===== src/design/ookrct_pkg.sv =====
// ----------------------------------------------------------------------------
// OOK remote code transmitter package
// Shared widths, register indexes and protocol constants.
// ----------------------------------------------------------------------------
package ookrct_pkg;

    localparam int CODE_W       = 32;
    localparam int UNIT_W       = 16;
    localparam int TICKS_W      = 21;
    localparam int FRAMES_W     = 8;
    localparam int BITCNT_W     = 6;
    localparam int BITPOS_W     = 5;
    localparam int CFG_INDEX_W  = 1;
    localparam int CFG_DATA_W   = 8;
    localparam int S_TDATA_W    = 48;
    localparam int M_TDATA_W    = 8;

    localparam logic [FRAMES_W-1:0] FRAME_REPEATS_RESET  = 8'd15;
    localparam logic [BITCNT_W-1:0] CODE_BIT_COUNT_RESET = 6'd24;
    localparam logic [BITCNT_W-1:0] MAX_CODE_BITS        = 6'd32;

    typedef enum logic [CFG_INDEX_W-1:0] {
        CFG_FRAME_REPEATS  = 1'b0,
        CFG_CODE_BIT_COUNT = 1'b1
    } cfg_index_t;

    typedef enum logic {
        OP_TICK  = 1'b0,
        OP_START = 1'b1
    } op_t;

    // Length of one pulse phase in ticks: 1, 3 or 31 units.
    function automatic logic [TICKS_W-1:0] phase_len(
        input logic [CODE_W-1:0]   code,
        input logic [UNIT_W-1:0]   unit,
        input logic                sync,
        input logic [BITPOS_W-1:0] bitpos,
        input logic                low
    );
        logic [TICKS_W-1:0] u1;
        logic [TICKS_W-1:0] u3;
        logic [TICKS_W-1:0] u31;
        logic [TICKS_W-1:0] len;
        u1  = {{(TICKS_W-UNIT_W){1'b0}}, unit};
        u3  = (u1 << 1) + u1;
        u31 = (u1 << 5) - u1;
        if (sync) begin
            len = low ? u31 : u1;
        end else if (code[bitpos]) begin
            len = low ? u1 : u3;
        end else begin
            len = low ? u3 : u1;
        end
        return len;
    endfunction

endpackage


===== src/design/ook_rf_remote_code_transmitter.sv =====
// ----------------------------------------------------------------------------
// OOK RF remote code transmitter
// Pulse-width on-off-keyed encoder: each tick word yields one pin level.
// ----------------------------------------------------------------------------
//  channel  | direction | contents
//  s_       | in        | tdata: code_word, unit_len; tuser: op
//  m_       | out       | tdata: rf_level, busy_res, start_refused; tlast: done_res
//  cfg_     | in        | index 0 frame_repeats, index 1 code_bit_count
//
// One word is accepted per clock cycle unless the output stalls; its result goes
// to the output register. The transmitter state updates in the same cycle the word
// is accepted. A held output stalls the input side only while m_tready is low.
// Reset is synchronous and returns the block to idle with default registers.
// ----------------------------------------------------------------------------
module ook_rf_remote_code_transmitter (
    input  logic                                  aclk,
    input  logic                                  aresetn,
    input  logic                                  s_tvalid,
    output logic                                  s_tready,
    input  logic [ookrct_pkg::S_TDATA_W-1:0]      s_tdata,   // code_word, unit_len
    input  logic                                  s_tuser,   // op
    output logic                                  m_tvalid,
    input  logic                                  m_tready,
    output logic [ookrct_pkg::M_TDATA_W-1:0]      m_tdata,   // rf_level, busy_res,
                                                             // start_refused, zeros
    output logic                                  m_tlast,   // done_res
    input  logic                                  cfg_valid,
    output logic                                  cfg_ready,
    input  logic [ookrct_pkg::CFG_INDEX_W-1:0]    cfg_index,
    input  logic [ookrct_pkg::CFG_DATA_W-1:0]     cfg_data
);

    logic [ookrct_pkg::FRAMES_W-1:0] frame_repeats_reg;
    logic [ookrct_pkg::BITCNT_W-1:0] code_bit_count_reg;

    logic [ookrct_pkg::CODE_W-1:0]   held_code_reg,   held_code_next;
    logic [ookrct_pkg::UNIT_W-1:0]   held_unit_reg,   held_unit_next;
    logic [ookrct_pkg::FRAMES_W-1:0] frames_left_reg, frames_left_next;
    logic [ookrct_pkg::BITPOS_W-1:0] bit_pos_reg,     bit_pos_next;
    logic                            in_sync_reg,     in_sync_next;
    logic                            phase_reg,       phase_next;
    logic [ookrct_pkg::TICKS_W-1:0]  ticks_reg,       ticks_next;
    logic                            active_reg,      active_next;

    logic                            m_valid_reg;
    logic                            level_reg,   level_next;
    logic                            busy_reg,    busy_next;
    logic                            done_reg,    done_next;
    logic                            refused_reg, refused_next;

    logic                            s_accept;
    logic [ookrct_pkg::CODE_W-1:0]   in_code;
    logic [ookrct_pkg::UNIT_W-1:0]   in_unit;
    logic                            bf_sync;
    logic [ookrct_pkg::BITPOS_W-1:0] bf_pos;
    logic [ookrct_pkg::TICKS_W-1:0]  ticks_dec;

    assign s_tready  = !m_valid_reg || m_tready;
    assign s_accept  = s_tvalid && s_tready;
    assign cfg_ready = 1'b1;
    assign in_code   = s_tdata[ookrct_pkg::CODE_W-1:0];
    assign in_unit   = s_tdata[ookrct_pkg::CODE_W +: ookrct_pkg::UNIT_W];

    assign m_tvalid = m_valid_reg;
    assign m_tlast  = done_reg;
    assign m_tdata  = {{(ookrct_pkg::M_TDATA_W-3){1'b0}}, refused_reg, busy_reg, level_reg};

    // Frame start: sync only when no code bits, else the top code bit, clamped to bit 31.
    always_comb begin
        bf_sync = (code_bit_count_reg == '0);
        if (bf_sync) begin
            bf_pos = '0;
        end else if (code_bit_count_reg >= ookrct_pkg::MAX_CODE_BITS) begin
            bf_pos = '1;
        end else begin
            bf_pos = code_bit_count_reg[ookrct_pkg::BITPOS_W-1:0] - 1'b1;
        end
    end

    assign ticks_dec = (ticks_reg != '0) ? ticks_reg - 1'b1 : '0;

    always_comb begin
        held_code_next   = held_code_reg;
        held_unit_next   = held_unit_reg;
        frames_left_next = frames_left_reg;
        bit_pos_next     = bit_pos_reg;
        in_sync_next     = in_sync_reg;
        phase_next       = phase_reg;
        ticks_next       = ticks_reg;
        active_next      = active_reg;
        level_next       = 1'b0;
        busy_next        = 1'b0;
        done_next        = 1'b0;
        refused_next     = 1'b0;

        if (s_tuser == ookrct_pkg::OP_START) begin
            if (active_reg || in_unit == '0) begin
                refused_next = 1'b1;
                busy_next    = active_reg;
                level_next   = active_reg && !phase_reg;
            end else begin
                held_code_next   = in_code;
                held_unit_next   = in_unit;
                frames_left_next = (frame_repeats_reg == '0) ? 8'd1 : frame_repeats_reg;
                in_sync_next     = bf_sync;
                bit_pos_next     = bf_pos;
                phase_next       = 1'b0;
                ticks_next       = ookrct_pkg::phase_len(in_code, in_unit, bf_sync,
                                                         bf_pos, 1'b0);
                active_next      = 1'b1;
                busy_next        = 1'b1;
                level_next       = 1'b1;
            end
        end else if (active_reg) begin
            busy_next  = 1'b1;
            level_next = !phase_reg;
            ticks_next = ticks_dec;
            if (ticks_dec == '0) begin
                if (!phase_reg) begin
                    phase_next = 1'b1;
                    ticks_next = ookrct_pkg::phase_len(held_code_reg, held_unit_reg,
                                                       in_sync_reg, bit_pos_reg, 1'b1);
                end else if (!in_sync_reg) begin
                    if (bit_pos_reg == '0) begin
                        in_sync_next = 1'b1;
                    end else begin
                        bit_pos_next = bit_pos_reg - 1'b1;
                    end
                    phase_next = 1'b0;
                    ticks_next = ookrct_pkg::phase_len(held_code_reg, held_unit_reg,
                                                       bit_pos_reg == '0,
                                                       (bit_pos_reg == '0) ? bit_pos_reg
                                                           : bit_pos_reg - 1'b1,
                                                       1'b0);
                end else begin
                    frames_left_next = frames_left_reg - 1'b1;
                    if (frames_left_reg == 8'd1) begin
                        active_next  = 1'b0;
                        done_next    = 1'b1;
                        in_sync_next = 1'b0;
                        phase_next   = 1'b0;
                        bit_pos_next = '0;
                    end else begin
                        in_sync_next = bf_sync;
                        bit_pos_next = bf_pos;
                        phase_next   = 1'b0;
                        ticks_next   = ookrct_pkg::phase_len(held_code_reg, held_unit_reg,
                                                             bf_sync, bf_pos, 1'b0);
                    end
                end
            end
        end
    end

    always_ff @(posedge aclk) begin
        if (!aresetn) begin
            frame_repeats_reg  <= ookrct_pkg::FRAME_REPEATS_RESET;
            code_bit_count_reg <= ookrct_pkg::CODE_BIT_COUNT_RESET;
        end else if (cfg_valid && cfg_ready) begin
            case (cfg_index)
                ookrct_pkg::CFG_FRAME_REPEATS: begin
                    frame_repeats_reg <= cfg_data;
                end
                ookrct_pkg::CFG_CODE_BIT_COUNT: begin
                    code_bit_count_reg <= cfg_data[ookrct_pkg::BITCNT_W-1:0];
                end
                default: begin
                end
            endcase
        end
    end

    always_ff @(posedge aclk) begin
        if (!aresetn) begin
            frames_left_reg <= '0;
            bit_pos_reg     <= '0;
            in_sync_reg     <= 1'b0;
            phase_reg       <= 1'b0;
            ticks_reg       <= '0;
            active_reg      <= 1'b0;
            m_valid_reg     <= 1'b0;
        end else begin
            if (s_accept) begin
                frames_left_reg <= frames_left_next;
                bit_pos_reg     <= bit_pos_next;
                in_sync_reg     <= in_sync_next;
                phase_reg       <= phase_next;
                ticks_reg       <= ticks_next;
                active_reg      <= active_next;
                m_valid_reg     <= 1'b1;
            end else if (m_tready) begin
                m_valid_reg <= 1'b0;
            end
        end
    end

    always_ff @(posedge aclk) begin
        if (s_accept) begin
            held_code_reg <= held_code_next;
            held_unit_reg <= held_unit_next;
            level_reg     <= level_next;
            busy_reg      <= busy_next;
            done_reg      <= done_next;
            refused_reg   <= refused_next;
        end
    end

`ifndef SYNTHESIS
    a_done_while_busy: assert property (@(posedge aclk) disable iff (!aresetn)
        m_tvalid && m_tlast |-> m_tdata[1] && !m_tdata[2])
        else $error("done word without busy or with refusal");

    a_idle_clean: assert property (@(posedge aclk) disable iff (!aresetn)
        !active_reg |-> !phase_reg && !in_sync_reg)
        else $error("idle transmitter left in a pulse phase");

    a_unit_nonzero: assert property (@(posedge aclk) disable iff (!aresetn)
        active_reg |-> held_unit_reg != '0)
        else $error("active transmission with zero unit length");

    a_hold_output: assert property (@(posedge aclk) disable iff (!aresetn)
        m_valid_reg && !m_tready |-> !s_tready)
        else $error("input taken while output word is stalled");

    a_frames_live: assert property (@(posedge aclk) disable iff (!aresetn)
        active_reg |-> frames_left_reg != '0)
        else $error("active transmission with no frames left");
`endif

endmodule

===== config.mk =====
export PLATFORM = sky130hd
export DESIGN_NAME = ook_rf_remote_code_transmitter
export DESIGN_NICKNAME = d
export VERILOG_FILES = /design/src/design/ookrct_pkg.sv /design/src/design/ook_rf_remote_code_transmitter.sv
export SDC_FILE = /design/constraint.sdc
export NUM_CORES = 1
export LEC_CHECK = 0
export BUFFER_PORTS_ARGS = -buffer_cell sky130_fd_sc_hd__buf_2
export CORE_MARGIN = 1
export CORE_UTILIZATION = 55
export DETAILED_ROUTE_END_ITERATION = 16
export GPL_ROUTABILITY_DRIVEN = 1
export PLACE_DENSITY_LB_ADDON = 0.3
export SYNTH_ARGS = -nofsm -noshare
export SYNTH_HDL_FRONTEND = slang
export SYNTH_SLANG_ARGS = --single-unit

===== constraint.sdc =====
create_clock -name aclk -period 10.2 [get_ports aclk]
set_input_delay 2.04 -clock aclk [delete_from_list [all_inputs] [get_ports aclk]]
set_output_delay 2.04 -clock aclk [all_outputs]
set_load 0.03 [all_outputs]

==> results.md, run 1 <==
* Outcome: completed
* Slew margin rel. at 0.213
* Compound-Gate Fraction of Synth Area at 0.254
* Pint at 865 uW
* Number of buffers created by CTS at 9
* Largest net degree at the start of global routing at 58
* NetSw at 585 uW
* Largest family of logic cells by synthesized area: compound AO/OA/AOI/OAI gates
* Min Hold Slack at 0.478 ns
* Setup crit start kind: input port
* Clk Latency, worst-skew pair at 0.37 ns
* Hold-fix buffers, CTS at 0
* Synth area leaders: edfxtp_1 (16%), dfxtp_1 (11%), ha_1 (8.4%)
* Power per cell area at 138 nW/um^2
* Clock Tree Buf Depth at 2
* Area leader, netlist: edfxtp_1
* Yosys cell types at 107
* Initial Util at 0.567
* Final WL at 29.0 mm
* Peak supply drop at 0.0786 mV
* Register bit count reported by yosys at 104
* Crit Path Class: input port to register
* Synth Area in Adders at 0.0876
* Final #Nets at 1319
* Final setup TNS at 0 ns
* Post-cts sizing count at 0
* Max cap viols at 0
* Commonest cells post-synth: nor2_1 (97), nand2_1 (84), a21oi_1 (79)
* Register area share after synthesis at 0.263
* Critical Path RT at 10.43 ns
* Post-Synth XOR/XNOR Area at 0.0471
* First-pass GRT wire length at 45.7 mm
* Starting DRT DRC Count at 1014
* Final worst slack at 5.42 ns
* GRT Resource Usage Total at 0.320
* Post-Synth Simple-Gate Area at 0.202
* Post-Synthesis Cell Area at 9880 sq um
* Comb power frac at 0.407
* Detailed-route DRC error count at 0
* RSZ-0062 raised after global routing: no
* Initial antenna violation count at 1
* Vias at 9480
* Diodes inserted at 0
* IO buf count at 68
* Synth top area share at 0.158
* H-tree lvl count at 3
* Clock slew at reported path FFs at 0.08 ns
* Post-synth EDFFs at 52
* Die Y at 136 microns
* Die Wd at 136 microns
* Clock sinks at 104
* GRT Residual Overflow at 0
* Tmin final at 4.78 ns
* Clk root buf: clkbuf_16
* Core region area at 17400 sq um
* Hold Vio Cnt, Final at 0
* Placement-stage worst setup slack at 5.18 ns
* Final setup vio count at 0
* Avg Cell Area, Syn at 8.43 sq um
* Post-CTS setup-driven buffer insertion count at 0
* Count leader, synth: nor2_1
* Cell count after synthesis at 1172
* Area Overhead vs Synth at 6.38%
* Slew @ Worst Pin at 1.18 ns
* Max FO, Critical Path at 5
* Post-DP HPWL at 21.5 mm
* First-pass DRT Iterations at 6
* Clock network power share at 0.243
* PnR Total Power at 1.45 mW
* Placed Instances at 1402
* Mux share of post-synthesis cell area at 0.0834
* Vias per cell at 6.69
* Max Fclk at 209 MHz
* Tcrit/Tclk final at 0.469
* Min-delay worst type: register to register
* Vias in the first global route at 8587
* Share of post-route cells with drive strength above 1 at 0.126
* Post-route ant nets at 0
* Ys Warns at 0
* Largest register FFs at 32
* Leakage at 4.10 nW
* Final Max Tran Viols at 0
* DR WL/cell at 20.5 microns
* Post-synth ARST share at 0
* Non-Filler Instances at 1418
* Sw Share at 0.404
* GP Congestion at 0.946
* Die Area at 18500 sq um
* I/O pin total at 75
* CTS tree: done
* Crit path capture type: register
* Rows at 48
* Flop pwr share at 0.349
* Main synth FF type: edfxtp_1
* Max Clock Skew at 0.00956 ns
* Crit path DAT at 5.01 ns
[final timing paths]
| check | from | end | slack [ns] | cells past startpoint |
|---|---|---|---|---|
| worst min-delay path | frame_repeats_reg[6] | frame_repeats_reg[6] | 0.48 | 2 |
| worst min register to register | frame_repeats_reg[6] | frame_repeats_reg[6] | 0.48 | 2 |
| worst max register to register | bit_pos_reg[0] | ticks_reg[4] | 5.58 | 11 |
| worst max-delay path | s_tdata[34] | ticks_reg[15] | 5.42 | 13 |
[worst max-delay path, stage by stage]
cell and delay, ns:
buf_2 0.13, inv_1 0.08, ha_1 0.34, nor2b_1 0.17
o31ai_1 0.37, a221oi_1 0.20, o41ai_1 0.55, o21ai_0 0.20
a21oi_1 0.28, xnor2_1 0.10, a21oi_1 0.25, a2bb2oi_1 0.21
o22ai_1 0.10
[cell type report]
type                    instances  area (sq um)
clock buffers                  10           229
clock inverters                 6          61.3
fillers                      1577          6900
inverters                      64           240
multi-input cells             933          6700
flip-flops and latches        104          2600
well taps                     225           282
repair buffers                 76           400
[power groups by stage]
stage          Combinational [mW]  Clock [mW]  Sequential, mW
2_1_floorplan               0.453           0           0.489
3_3_place_gp                0.563           0           0.513
3_5_place_dp                0.570           0           0.514
4_1_cts                     0.574       0.356           0.504
5_1_grt                     0.635       0.372           0.510
6_report                    0.591       0.353           0.506
[through the flow]
step           utilization  area, sq um
6_report             0.604        10500
4_1_cts              0.604        10500
3_3_place_gp         0.587        10200
3_5_place_dp         0.587        10200
2_1_floorplan            -         9900
5_1_grt              0.604        10500
[cells by family (layout without fill, tap and decap cells)]
group | count (synthesis) | in the layout
flops | 104 | 104
compound gates | 358 | 358
buf+inv | 139 | 156
fa+ha+maj | 68 | 68
other cells | 2 | 6
simple gates | 386 | 386
xor+xnor | 51 | 51
mux | 64 | 64
[layout by cell type, fill, tap and decap left out, types with 14 or more instances in the layout]
cell type  Yosys  routed
ha_1          66      66
nor2b_1       17      17
a31oi_1       17      17
buf_2         17      68
o211ai_1      16      16
nand2_1       84      84
inv_1         61      61
a22oi_1       15      15
dfxtp_1       52      52
nor3_1        35      34
xor2_1        14      14
a211oi_1      16      16
mux2i_1       43      43
o21ai_0       70      70
nand2b_1      14      14
nor2_1        97      97
a21oi_1       79      78
edfxtp_1      52      52
xnor2_1       36      36
nand3_1       47      47
[per-layer routing]
layer  part of all wire  wire length [microns]  global-route usage
met4              0.026                    745               0.106
met5                  0                      0                   0
met2               0.42                  12300               0.464
met3               0.12                   3340              0.0764
met1               0.44                  12600               0.461
Power figures use the tool's default switching activity.
==> run 2, diff against run 1 <==
==> constraint.sdc (replaced) <==
create_clock -name aclk -period 4.1 [get_ports aclk]
set_input_delay 0.82 -clock aclk [delete_from_list [all_inputs] [get_ports aclk]]
set_output_delay 0.82 -clock aclk [all_outputs]
set_load 0.03 [all_outputs]
==> run 2 against run 1 <==
- critical path depth fell by 1
- clock-buffer cell count fell by 1
- register-to-register slack got worse by 5.4 ns
- combinational power rose to 2.6 times the previous value
- total power rose to 2.6 times the previous value
- non-clock buffer count rose by 20
- sequential power rose by 150%
- die area did not move
- final cell count rose by 1.4%
- clock power rose to 2.7 times the previous value
==> results.md, run 2 (same netlist as run 1, synthesis figures left out) <==
* Outcome: completed
* Crit path DAT at 4.16 ns (-0.85 ns)
* Max FO, Critical Path at 29 (+24)
* Area Overhead vs Synth at 8.42%
* Final worst slack at 0.206 ns (-5.21 ns)
* Post-DP HPWL at 22.2 mm (+3.1%)
* Min Hold Slack at 0.479 ns (+0.00179 ns)
* Leakage at 4.21 nW (+2.8%)
* Final-layout fill cell count at 1516 (-3.9%)
* Clk root buf: clkbuf_16
* Core region area at 17400 sq um (unchanged)
* Slew margin rel. at 0.223 (+0.0104)
* IO buf count at 68 (unchanged)
* Max cap viols at 0 (unchanged)
* Slew @ Worst Pin at 1.16 ns (-0.0152 ns)
* Placement-stage worst setup slack at 0.292 ns (-4.89 ns)
* Sequential cell area at 2600 sq um (unchanged)
* Setup crit start kind: register
* PnR Total Power at 3.71 mW (+160%)
* Most common cell after layout, fill and taps aside: nor2_1
* Die Y at 136 microns (unchanged)
* GP Congestion at 0.961 (+1.6%)
* Clock sinks at 104 (unchanged)
* Starting DRT DRC Count at 1209 (+19%)
* Final Max Tran Viols at 0 (unchanged)
* Tcrit/Tclk final at 0.950
* Power per cell area at 346 nW/um^2 (+150%)
* Crit path capture type: register
* Clock slew at reported path FFs at 0.08 ns (about the same)
* Max Fclk at 257 MHz
* Largest delay share family, worst path: compound AO/OA/AOI/OAI gates
* Final WL at 29.2 mm (+0.66%)
* First-pass GRT wire length at 46.0 mm (+0.56%)
* Vias per cell at 6.64 (-0.68%)
* CTS tree: done
* Hold-fix buffers, CTS at 0 (unchanged)
* Post-route ant nets at 0 (unchanged)
* Post-CTS setup-driven buffer insertion count at 0 (unchanged)
* Critical Path RT at 4.36 ns (-6.07 ns)
* DR WL/cell at 20.3 microns (-0.74%)
* GRT Resource Usage Total at 0.321 (+0.00169)
* Final core utilization at 0.615 (+0.0116)
* Crit Path Class: register to register
* Reg2Reg Depth at 12 (+1)
* Crit path launch: code_bit_count_reg[0]
* Clk Latency, worst-skew pair at 0.37 ns (about the same)
* Detailed-route DRC error count at 0 (unchanged)
* Placed Instances at 1422 (+1.4%)
* Crit path buf inv count at 2 (unchanged)
* Max Clock Skew at 0.00820 ns (-0.00136 ns)
* Die Area at 18500 sq um (unchanged)
* Peak supply drop at 0.208 mV (+160%)
* Share of post-route cells with drive strength above 1 at 0.140 (+0.0144)
* RSZ-0062 raised after global routing: no
* Critical Path, Cell by Cell: inv_1, ha_1, or4b_4, o21ai_2, buf_12, mux2i_1, o221ai_1, o22a_1, a211oi_4, a22o_1, a221oi_1, a2111oi_2
* Post-cts sizing count at 0 (unchanged)
* Reg2Reg Setup Slack at 0.21 ns (-5.37 ns)
* Initial antenna violation count at 0 (-1)
* H-tree lvl count at 3 (unchanged)
* Placed cell areas at 10400 sq um (+1.7%)
* Rows at 48 (unchanged)
* R2r endpoint: ticks_reg[4]
* Number of buffers created by CTS at 9 (unchanged)
* CP max stage delay at 0.54 ns (about the same)
* Largest register FFs at 32 (unchanged)
* Final setup TNS at 0 ns (unchanged)
* CP max stage cell: a211oi_4
* Worst Setup EP: ticks_reg[4]
* I/O pin total at 75 (unchanged)
* Hold Vio Cnt, Final at 0 (unchanged)
* Final instance area at 10700 sq um (+1.9%)
* Initial Util at 0.567 (unchanged)
* Commonest cells after routing, fill and taps aside: nor2_1 (97), nand2_1 (84), a21oi_1 (78)
* Non-Filler Instances at 1438 (+1.4%)
* Vias at 9548 (+0.72%)
* Final setup vio count at 0 (unchanged)
* Footprint of the multi-input gates at 6690 sq um (about the same)
* Final #Nets at 1339 (+1.5%)
* GRT Residual Overflow at 0 (unchanged)
* Largest net degree at the start of global routing at 38 (-34%)
* Clock Tree Buf Depth at 2 (unchanged)
* RR Startpoint: code_bit_count_reg[0]
* Diodes inserted at 0 (unchanged)
* CP Depth at 12 (-1)
* Die Wd at 136 microns (unchanged)
* Vias in the first global route at 8537 (-0.58%)
* Tmin final at 3.89 ns
* First-pass DRT Iterations at 5 (-1)
* Min-delay worst type: register to register
==> run 2: changes by cell type in the layout (fill, tap and decap cells not counted), sizes merged <==
| cell | change |
|---|---|
| buf | +20 |
| clkinv | -2 |
| bufinv | +1 |
| clkbuf | -1 |
| clkinvlp | +1 |
| inv | +1 |
==> run 2: routing by layer <==
metal,track usage,up-vias,wire (microns)
li1,-,4465,-
met1,0.468,4498,12900
met2,0.465,521,12600
met3,0.0779,64,3180
met4,0.0938,0,607
met5,0,-,0
==> run 2: how the worst min path moves through the flow <==
| stage | from | slack, ns | cells past startpoint | end |
|---|---|---|---|---|
| 4_1_cts | code_bit_count_reg[1] | 0.48 | 2 | code_bit_count_reg[1] |
| 3_3_place_gp | frame_repeats_reg[4] | 0.47 | 2 | frame_repeats_reg[4] |
| 6_report | code_bit_count_reg[1] | 0.48 | 2 | code_bit_count_reg[1] |
| 2_1_floorplan | frame_repeats_reg[0] | 0.44 | 2 | frame_repeats_reg[0] |
| 5_1_grt | code_bit_count_reg[1] | 0.50 | 2 | code_bit_count_reg[1] |
| 3_5_place_dp | code_bit_count_reg[1] | 0.47 | 2 | code_bit_count_reg[1] |
==> run 2: power breakdown <==
group          leakage, nW  total, mW  internal, mW  switching, mW
Sequential           0.910       1.24          1.15         0.0915
Combinational         3.15       1.52         0.601          0.917
Clock                0.155      0.943         0.494          0.448
==> run 2: final cells by class <==
class                           count  area share
Clock buffer                        9      0.0210
Multi-Input combinational cell    933       0.625
Inverter                           64      0.0224
Timing Repair Buffer               96      0.0537
Sequential cell                   104       0.243
Tap cell                          225      0.0263
Clock inverter                      7     0.00899
==> run 2: tightest hold or removal path: stages (launching register included) <==
cell,delay (ns)
dfxtp_1,0.33
nand2_1,0.06
a21oi_1,0.05
==> run 3, diff against run 2 <==
--- a/config.mk
+++ b/config.mk
@@ -6,11 +6,15 @@
 export NUM_CORES = 1
 export LEC_CHECK = 0
 export BUFFER_PORTS_ARGS = -buffer_cell sky130_fd_sc_hd__buf_2
+export CELL_PAD_IN_SITES_DETAIL_PLACEMENT = 0
+export CELL_PAD_IN_SITES_GLOBAL_PLACEMENT = 1
 export CORE_MARGIN = 1
-export CORE_UTILIZATION = 55
+export CORE_UTILIZATION = 43
 export DETAILED_ROUTE_END_ITERATION = 16
 export GPL_ROUTABILITY_DRIVEN = 1
 export PLACE_DENSITY_LB_ADDON = 0.3
+export REMOVE_ABC_BUFFERS = 1
+export SETUP_SLACK_MARGIN = 0.05
 export SYNTH_ARGS = -nofsm -noshare
 export SYNTH_HDL_FRONTEND = slang
 export SYNTH_SLANG_ARGS = --single-unit
==> run 3 against run 2 <==
- flip-flop and latch count stayed put
- core utilization is 13 points lower
- via count down 2.6%
- clock skew grew 0.0048 ns
- total power down 0.29%
- die area up 27%
==> results.md, run 3 (same netlist as run 1, synthesis figures left out) <==
* Slew @ Worst Pin at 0.793 ns (-0.371 ns)
* Die Wd at 154 microns (+13%)
* IO buf count at 68 (unchanged)
* GP Congestion at 0.903 (-6.1%)
* Largest register FFs at 32 (unchanged)
* Final setup TNS at 0 ns (unchanged)
* Gr busiest metal: met2
* DR WL/cell at 20.7 microns (+1.9%)
* NetSw at 1.46 mW (+0.37%)
* Diodes inserted at 0 (unchanged)
* Setup crit start kind: register
* I/O pin total at 75 (unchanged)
* First-pass GRT wire length at 49.5 mm (+7.7%)
* Hold path startpoint: frame_repeats_reg[4]
* Reg2Reg Setup Slack at 0.30 ns (+0.09 ns)
* Vias in the first global route at 8932 (+4.6%)
* Share of post-route cells with drive strength above 1 at 0.148 (+0.00773)
* Clk Latency, worst-skew pair at 0.37 ns (about the same)
* Commonest cells after routing, fill and taps aside: nor2_1 (97), nand2_1 (84), a21oi_1 (78)
* Most common cell after layout, fill and taps aside: nor2_1
* RR Startpoint: ticks_reg[1]
* Starting DRT DRC Count at 673 (-44%)
* GRT Resource Usage Total at 0.267 (-0.0547)
* Area Overhead vs Synth at 9.91%
* Outcome: completed
* Post-route ant nets at 0 (unchanged)
* Die Y at 154 microns (+13%)
* Crit path DAT at 4.06 ns (-0.10 ns)
* Reg2Reg Depth at 12 (unchanged)
* Vias at 9304 (-2.6%)
* Crit Path Class: register to register
* Comb power frac at 0.420 (+0.010)
* Clk root buf: clkbuf_16
* Post-DP HPWL at 23.7 mm (+7.0%)
* Number of buffers created by CTS at 9 (unchanged)
* Met3 usage at 0.0335 (-0.0444)
* Hold worst-path end: frame_repeats_reg[4]
* Slew margin rel. at 0.471 (+0.247)
* Clock network power share at 0.244 (-0.010)
* H-tree lvl count at 3 (unchanged)
* Critical Path RT at 4.35 ns (about the same)
* Final WL at 31.3 mm (+6.9%)
* CP max stage cell: or3b_2
* Critical Path, Cell by Cell: inv_1, ha_1, or3b_2, nor3_1, o31ai_1, or4_4, o31ai_4, nand3_1, a2111oi_0, a21oi_1, o21ai_1, o21ai_1
* Clock slew at reported path FFs at 0.08 ns (about the same)
* Detailed-route DRC error count at 0 (unchanged)
* CP max stage delay at 0.53 ns (about the same)
* Crit path capture type: register
* Final core utilization at 0.481 (-0.134)
* Tmin final at 3.80 ns (-0.0911 ns)
* CTS tree: done
* Placed cell areas at 10600 sq um (+1.6%)
* Hold-fix buffers, CTS at 0 (unchanged)
* GRT met1 Usage at 0.352 (-0.116)
* Final setup vio count at 0 (unchanged)
* Die Area at 23600 sq um (+27%)
* Min Hold Slack at 0.476 ns (-0.00376 ns)
* Crit-path most repeated cell: o21ai_1
* Final #Nets at 1350 (+0.82%)
* Leakage at 4.26 nW (+1.2%)
* WHS Path Cells at 2 (unchanged)
* Max Fclk at 263 MHz (+2.4%)
* Final Max Tran Viols at 0 (unchanged)
* Core region area at 22600 sq um (+30%)
* Max cap viols at 0 (unchanged)
* Crit path launch: ticks_reg[1]
* Crit path buf inv count at 1 (-1)
* Max Clock Skew at 0.0130 ns (+0.00481 ns)
* Rows at 55 (+15%)
* Largest net degree at the start of global routing at 33 (-13%)
* Power per cell area at 340 nW/um^2 (-1.6%)
* Post-CTS setup-driven buffer insertion count at 0 (unchanged)
* Initial antenna violation count at 0 (unchanged)
* Hold Vio Cnt, Final at 0 (unchanged)
* GRT Residual Overflow at 0 (unchanged)
* Largest delay share family, worst path: simple AND/OR/NAND/NOR gates
* Clock Tree Buf Depth at 2 (unchanged)
* Flop pwr share at 0.336 (about the same)
* Met2 Track Usage GR at 0.443 (-0.0225)
* R2r endpoint: ticks_reg[14]
* First-pass DRT Iterations at 5 (unchanged)
* Vias per cell at 6.17 (-7.1%)
* Initial Util at 0.438 (-0.130)
* Clock sinks at 104 (unchanged)
* Peak supply drop at 0.181 mV (-13%)
* RSZ-0062 raised after global routing: no
* Pint at 2.23 mW (-0.72%)
* Max FO, Critical Path at 9 (-69%)
* Tcrit/Tclk final at 0.928 (-0.0222)
* Min-delay worst type: register to register
* Final instance area at 10900 sq um (+1.4%)
* Sw Share at 0.396 (+0.00259)
run 3: changes by cell type in the layout (fill, tap and decap cells not counted), sizes merged:
cell,change
clkinvlp,-1
buf,+11
clkinv,+1
bufinv,-1
clkbuf,+1
run 3: timing repair:
action / in CTS / in global routing
setup endpoints to repair: 0 / 1
gates resized for setup: 0 / 1
hold endpoints to repair: 0 / 0
run 3: power by group through the flow:
stage	clock, mW	combinational [mW]	sequential, mW
final	0.903	1.55	1.24
after global placement	0	1.52	1.26
after floorplan	0	1.04	1.25
after detailed placement	0	1.52	1.26
after global routing	0.950	1.69	1.25
after CTS	0.915	1.53	1.24
run 3: per-layer routing:
metal  share of wire  wire [microns]
met1            0.44           13700
met4           0.030             950
met3           0.061            1900
met2            0.47           14700
met5               0               0
run 3: worst max path at each step:
stage                               end  slack (ns)  depth (start not counted)
after CTS                  ticks_reg[4]        0.30                         13
after global placement    ticks_reg[15]        0.30                         13
after floorplan            ticks_reg[4]       -0.11                         10
final                     ticks_reg[14]        0.30                         12
after detailed placement  ticks_reg[15]        0.19                         13
after global routing      ticks_reg[14]        0.12                         12
run 3: layout make-up:
cell class / count / area, sq um
multi-input combinational: 933 / 6690
fill: 2250 / 11700
inverter: 64 / 240
clock inverter: 6 / 47.5
sequential: 104 / 2600
tap: 285 / 357
timing repair buffer: 107 / 671
clock buffer: 10 / 250
run 3: tightest hold or removal path, stage by stage (launching register included):
cell     delay (ns)
dfxtp_1        0.33
nand2_1        0.06
a21oi_1        0.05
run 3: per-stage QoR:
stage                     setup slack [ns]  power [mW]  std cells
after global routing                 0.120        3.88       1509
final                                0.297        3.70       1509
after global placement               0.304        2.78       1493
after CTS                            0.298        3.68       1509
after detailed placement             0.185        2.78       1493
after floorplan                     -0.108        2.29       1101
